File: src/adc_scan_lowpass_cliff_detect_assert.svh
// ---------------------------------------------------------------------------
// Assertion macros for the converter scan filter block
// Implication checks on the rising clock edge, held off during reset.
// ---------------------------------------------------------------------------
`ifndef ADC_SCAN_LOWPASS_CLIFF_DETECT_ASSERT_SVH
`define ADC_SCAN_LOWPASS_CLIFF_DETECT_ASSERT_SVH

`ifndef NO_ASSERTIONS

// Same-cycle implication
`define ASLCD_ASSERT_IMP(name, clk, rst_n, ante, cons) \
    name: assert property (@(posedge clk) disable iff (!rst_n) (ante) |-> (cons)) \
        else $error("aslcd: same-cycle check failed");

// Next-cycle implication
`define ASLCD_ASSERT_NXT(name, clk, rst_n, ante, cons) \
    name: assert property (@(posedge clk) disable iff (!rst_n) (ante) |=> (cons)) \
        else $error("aslcd: next-cycle check failed");

`else

`define ASLCD_ASSERT_IMP(name, clk, rst_n, ante, cons)
`define ASLCD_ASSERT_NXT(name, clk, rst_n, ante, cons)

`endif

`endif

File: src/aslcd_pkg.sv
// ---------------------------------------------------------------------------
// aslcd_pkg
// Shared types and fixed constants of the converter scan filter block.
// ---------------------------------------------------------------------------
package aslcd_pkg;

    // Fixed-point formats
    localparam int STATE_FRAC = 16;
    localparam int OUT_FRAC   = 8;
    localparam int RANGE_W    = 21;
    localparam int ZERO_W     = 12;
    localparam int NUM_CLIFF  = 4;
    localparam int NUM_FILT   = 7;

    // Configuration port
    localparam int CFG_W     = 48;
    localparam int CFG_IDX_W = 3;

    localparam logic [CFG_IDX_W-1:0] REG_VOLT_COEF  = 3'd0;
    localparam logic [CFG_IDX_W-1:0] REG_AMP_COEF   = 3'd1;
    localparam logic [CFG_IDX_W-1:0] REG_HEAT_COEF  = 3'd2;
    localparam logic [CFG_IDX_W-1:0] REG_CLIFF_COEF = 3'd3;
    localparam logic [CFG_IDX_W-1:0] REG_CLIFF_ZERO = 3'd4;
    localparam logic [CFG_IDX_W-1:0] REG_CLIFF_THR  = 3'd5;

    // Item kinds
    localparam logic FUNC_SAMPLE = 1'b0;
    localparam logic FUNC_TICK   = 1'b1;

    // Scan channel map
    localparam int CH_VOLT   = 0;
    localparam int CH_CLIFF0 = 2;
    localparam int CH_HEAT   = 6;
    localparam int CH_AMP    = 7;

    // Filter lane control
    typedef struct packed {
        logic update;
        logic seed;
    } t_lane_ctrl;

endpackage

File: src/aslcd_iir.sv
// ---------------------------------------------------------------------------
// aslcd_iir
// One single-pole low-pass lane: y' = (a*y + (1-a)*x + half) >> F, with its
// own state register and seeding from the input on the first update.
// ---------------------------------------------------------------------------
module aslcd_iir
    import aslcd_pkg::*;
#(
    parameter int SAMPLE_BITS    = 10,
    parameter int COEF_FRAC_BITS = 16
) (
    input  logic                                i_clk,
    input  t_lane_ctrl                          i_ctrl,
    input  logic [COEF_FRAC_BITS:0]             i_coef,
    input  logic [SAMPLE_BITS-1:0]              i_x,
    output logic [SAMPLE_BITS+STATE_FRAC-1:0]   o_y_next
);

    localparam int COEF_W  = COEF_FRAC_BITS + 1;
    localparam int STATE_W = SAMPLE_BITS + STATE_FRAC;
    localparam int PROD_W  = COEF_W + STATE_W;
    localparam int ACC_W   = PROD_W + 1;
    localparam logic [COEF_W-1:0] COEF_ONE  = COEF_W'(1) << COEF_FRAC_BITS;
    localparam logic [ACC_W-1:0]  ACC_HALF  = ACC_W'(1) << (COEF_FRAC_BITS - 1);

    logic [STATE_W-1:0]             r_y;
    logic [STATE_W-1:0]             w_x_ext;
    logic [STATE_W-1:0]             w_y_cur;
    logic [COEF_W-1:0]              w_b;
    logic [PROD_W-1:0]              w_p_state;
    logic [COEF_W+SAMPLE_BITS-1:0]  w_p_input;
    logic [ACC_W-1:0]               w_acc;

    // Use the input as state on the seeding update
    assign w_x_ext = {i_x, {STATE_FRAC{1'b0}}};
    assign w_y_cur = i_ctrl.seed ? w_x_ext : r_y;
    assign w_b     = COEF_ONE - i_coef;

    // Weighted sum with half-up rounding
    assign w_p_state = i_coef * w_y_cur;
    assign w_p_input = w_b * i_x;
    assign w_acc     = ACC_W'(w_p_state)
                     + ACC_W'({w_p_input, {STATE_FRAC{1'b0}}})
                     + ACC_HALF;
    assign o_y_next  = w_acc[COEF_FRAC_BITS +: STATE_W];

    // Advance the state on each filter update
    always_ff @(posedge i_clk) begin
        if (i_ctrl.update) begin
            r_y <= o_y_next;
        end
    end

endmodule

File: config.mk
export PLATFORM = sky130hd
export DESIGN_NAME = aslcd_iir
export DESIGN_NICKNAME = d
export VERILOG_FILES = /design/src/adc_scan_lowpass_cliff_detect_assert.svh /design/src/aslcd_pkg.sv /design/src/aslcd_iir.sv
export SDC_FILE = /design/constraint.sdc
export NUM_CORES = 1
export LEC_CHECK = 0
export BUFFER_PORTS_ARGS = -buffer_cell sky130_fd_sc_hd__buf_2
export CORE_MARGIN = 10
export CORE_UTILIZATION = 45
export DETAILED_ROUTE_END_ITERATION = 16
export HOLD_SLACK_MARGIN = 0.02
export SLEW_MARGIN = 20
export SYNTH_ARGS = -nofsm -noshare
export SYNTH_HDL_FRONTEND = slang
export SYNTH_SLANG_ARGS = --single-unit
File: constraint.sdc
create_clock -name i_clk -period 21.6 [get_ports i_clk]
set_clock_uncertainty 0.05 [all_clocks]
set_input_delay 4.32 -clock i_clk [delete_from_list [all_inputs] [get_ports i_clk]]
set_output_delay 4.32 -clock i_clk [all_outputs]
set_load 0.01 [all_outputs]
# Yosys cells after proc, flatten, opt, wreduce, memory -nomap -nowiden
# Index checks and enable logic that the tools add are counted.
[word_totals]
in_bits = 30
reg_bits = 26
n_memories = 0
out_inout_bits = 26
ram_bits = 0
wordCells = 7
rom_bits = 0
latchBits = 0
[classes]
div_mod_pow = 0
n_addsub = 3
n_reduce_logical = 0
n_mul = 2
n_shift = 0
n_eq_ne = 0
order_cmp = 0
mux = 1
bitwise = 0
[op_table]
columns = ["operator", "count"]
rows = [
  ["$add 42x16->42 const B", 1],
  ["$add 42x42->42", 1],
  ["$mul 17x26->42", 1],
  ["$mul 17x10->26", 1],
  ["$mux 26", 1],
  ["$sub 17x17->17 const A", 1],
]

# Longest topological paths before layout
[logic_depth]
word_depth = 4
mapped_depth = 45
mapped_depth_nobuf = 41

# Worst setup path after synthesis
# Ideal clock, no wire load.
[synth_timing]
kind = "input -> output"
startpoint = "input port i_coef[0]"
endpoint = "output port o_y_next[24]"
n_path_buf = 3
t_required_ns = 17.230
cell_stages = 42
setup_slack_ns = 3.570
arrival_time_ns = 13.660
cell_sequence = "clkbuf_1 > clkbuf_1 > inv_1 > ha_1 > or4b_1 > clkbuf_1 > nor2_1 > xnor2_1 > nand2_1 > fa_1 > inv_1 > fa_1 > inv_1 > fa_1 > inv_1 > fa_1 > inv_1 > fa_1 > [6 not listed] > xnor2_1 > ha_1 > fa_1 > inv_1 > fa_1 > fa_1 > fa_1 > inv_1 > ha_1 > nor2b_1 > o21ai_0 > a21boi_0 > o21ai_0 > nand3b_1 > nor3_1 > o21bai_1 > a211oi_1 > nor2_1"
[synth_between]
elab_chain_cells = 4
word_cells_on_any_way = 5
[synth_lines]
columns = ["item", "line_no", "rtl"]
rows = [
  ["from (decl)", "aslcd_iir.sv:14", "input logic [COEF_FRAC_BITS:0] i_coef,"],
  ["$sub 17x17->17", "aslcd_iir.sv:37", "assign w_b = COEF_ONE - i_coef;"],
  ["$mul 17x10->26", "aslcd_iir.sv:41", "assign w_p_input = w_b * i_x;"],
  ["$add 42x42->42 *", "aslcd_iir.sv:43", "+ ACC_W'({w_p_input, {STATE_FRAC{1'b0}}})"],
  ["$add 42x16->42 *", "aslcd_iir.sv:44", "+ ACC_HALF;"],
  ["to (decl)", "aslcd_iir.sv:16", "output logic [SAMPLE_BITS+STATE_FRAC-1:0] o_y_next"],
]
# Mark *: on every way between the ends. The rest lies on a longest branch, timed or not.

# Final worst setup path
# Ends and elaborated chain as after synthesis.

==> metrics.md <==
| Metric | Value |
|---|---|
| Number of remaining DRC errors | 0 |
| Max FFs per register | 26 |
| Slew Viols, Final | 0 |
| Register bit total from synthesis | 26 |
| Gate count of the mapped netlist | between 2000 and 2500 |
| Final Hold Fails | 0 |
| CTS Buf Count | 3 |
| WL/cell | 17.9 um |
| Slew of the pin with the lowest slew margin | 0.944 ns |
| Core area | 45400 um^2 |
| Largest net degree at the start of global routing | 38 |
| Initial Util | a little under half |
| Initial antenna violation count | 1 |
| Crit Path Max Fanout | 37 |
| Clk slew on worst S/H paths | approximately 0.090 ns |
| GRT Util Overall | 20.0% |
| CTS tree | built |
| RSZ-0062 raised after global routing | false |
| DR pass1 iterations | 7 |
| Tmin final | 19.53 ns |
| Postcts setup bufs | 0 |
| Sum Neg Setup Slack | 0 ns |
| Register area share after synthesis | 3.78% |
| Regs by FF count | r_y x26 |
| Via count | 14800 |
| Max Cap Violations | 0 |
| Required time worst endpoint | 17.23 ns |
| Fin crit share | approximately nine tenths |
| Post-synthesis area per instance | 8.99 um^2 |
| Path depth of the worst reg2reg path | 23 |
| Clock Path Buffers | 2 |
| First-pass GRT wire length | 87.3 mm |
| Critical setup path kind | input pin to output pin |
| Worst Setup Slack post-DPL | 2.16 ns |
| Synthesized Nets | 2999 |
| Fmax | 51.2 MHz |
| Max stage delay on crit path | around 0.7 ns |
| Post-synthesis cell type count | 60 |
| Die W | 234 um |
| Startpoint types | input pin |
| Reg with most FFs | r_y |
| DRT antenna net count | 0 |
| Largest area contributor in the netlist | fa_1 |
| Worst Setup SP | i_coef[0] |
| Buffers on Ports | 55 |
| Top cell by count, worst path | fa_1 |
| Outcome | finished, final reports clean |
| Post-synth top cells | 531 x inv_1, 500 x fa_1, 393 x nand2_1 |
| Vert. Die Dim | between 200 and 250 um |
| Setup ws final | 2.07 ns |
| Hold path depth | 6 |
| Worst hold slack | 1.42 ns |
| Critical path arrival | 15.16 ns |
| Layout cells sized above 1 | around 5% |
| Post-DP HPWL | 42.1 mm |
| Initial drt markers | 795 |
| GRT Residual Overflow | 0 |
| Min-delay src | r_y[0]$_DFFE_PP_ |
| Setup violators final | 0 |
| Wirelength, routed | ~52 mm |
| Slowest library cell on the worst path | nor3_1 |
| Hold crit path type | register to register |
| Layout Area Growth over Synthesis | 4.46% |
| Final GP Congestion | 0.922 |
| Rows | 78 |
| Total Nets Final | 2981 |
| Asr flop ratio synth | 0% |
| CTS resizes | 0 |
| Post-synth EDFFs | 26 |
| Most numerous cell in the Yosys netlist | inv_1 |
| Clock sink count | 26 |
| Critical path capture point type | output pin |
| Htree depth | 1 |
| CTS root buffer | clkbuf_16 |
| Post-synth top flop | edfxtp_1 |
| Full die area | 54800 um^2 |
| YS warnings | 0 |
| Clock Latency Late Sink | 0.30 ns |
| Hold_buf cts | 0 |
| Synth top area share | 48.5% |
| Reg2reg start | r_y[5]$_DFFE_PP_ |
| Vias in the first global route | approximately 17000 |
| Largest cells by area after synthesis | fa_1 49%, ha_1 11%, inv_1 9.7% |
| IO Pins | 56 |
| Slew HR | 36.8% |
| Synth Cell Area | between 20000 and 25000 um^2 |
| DR vias/cell | 5.15 |
| # diodes | 0 |
[metal layers]
layer	share of wire (%)	vias to the layer above	track usage, %	wire length, um
met5	0	-	0	0
met4	1.9	0	3.57	997
met3	4.2	61	2.24	2180
met2	52	337	36.7	26900
met1	42	7714	25.0	21500
li1	-	6691	-	-
[placed cells by master, fill, tap and decap left out, drive strengths merged, types with 25 or more instances in the layout]
cell,netlist,final
a21oi,43,43
and2,233,233
buf,4,77
edfxtp,26,26
fa,500,500
ha,174,174
inv,531,531
nand2,395,395
nor2,27,27
nor2b,27,27
o21ai,25,25
xnor2,51,51
[area by class of cell]
cell class | instances | area (um^2)
tap | 600 | 751
sequential | 26 | 781
timing repair buffer | 77 | 440
clock buffer | 3 | 75.1
multi-input combinational | 1638 | 17500
fill | 4400 | 23800
clock inverter | 1 | 30.0
inverter | 531 | 1990
[through the flow]
| step | utilization [%] | instance area (um^2) | std cells |
|---|---|---|---|
| after floorplan | - | 20600 | 2295 |
| after CTS | 47.5 | 21600 | 2876 |
| after global routing | 47.5 | 21600 | 2876 |
| after global placement | 47.3 | 21400 | 2872 |
| after detailed placement | 47.3 | 21400 | 2872 |
| final | 47.5 | 21600 | 2876 |
[logic make-up (layout without fill, tap and decap cells)]
| family | Yosys count | in the layout | share of synthesized area, % |
|---|---|---|---|
| and+or+nand+nor | 751 | 751 | 17.7 |
| muxes | 11 | 11 | 0.594 |
| DFF | 26 | 26 | 3.78 |
| buffers and inverters | 631 | 612 | 11.5 |
| AOI/OAI and AO/OA | 131 | 131 | 4.15 |
| xor gates and xnor gates | 71 | 71 | 3.14 |
| adders and majority gates | 674 | 674 | 59.1 |
[final timing paths]
| kind | end | slack, ns |
|---|---|---|
| max | o_y_next[24] | 2.07 |
| min reg2reg | r_y[1]$_DFFE_PP_ | 1.42 |
| max reg2reg | r_y[22]$_DFFE_PP_ | 13.89 |
| min | r_y[1]$_DFFE_PP_ | 1.42 |
[critical path: cells and delay by family]
| kind | cells | cell delay, ns |
|---|---|---|
| buf+inv | 8 | 0.74 |
| fa+ha+maj | 12 | 5.44 |
| compound gates | 8 | 1.51 |
| simple gates | 9 | 2.41 |
| xor+xnor | 2 | 0.72 |
Power is not shown: default switching activity piles up to over one toggle a cycle in this logic, so the estimate is an artifact.
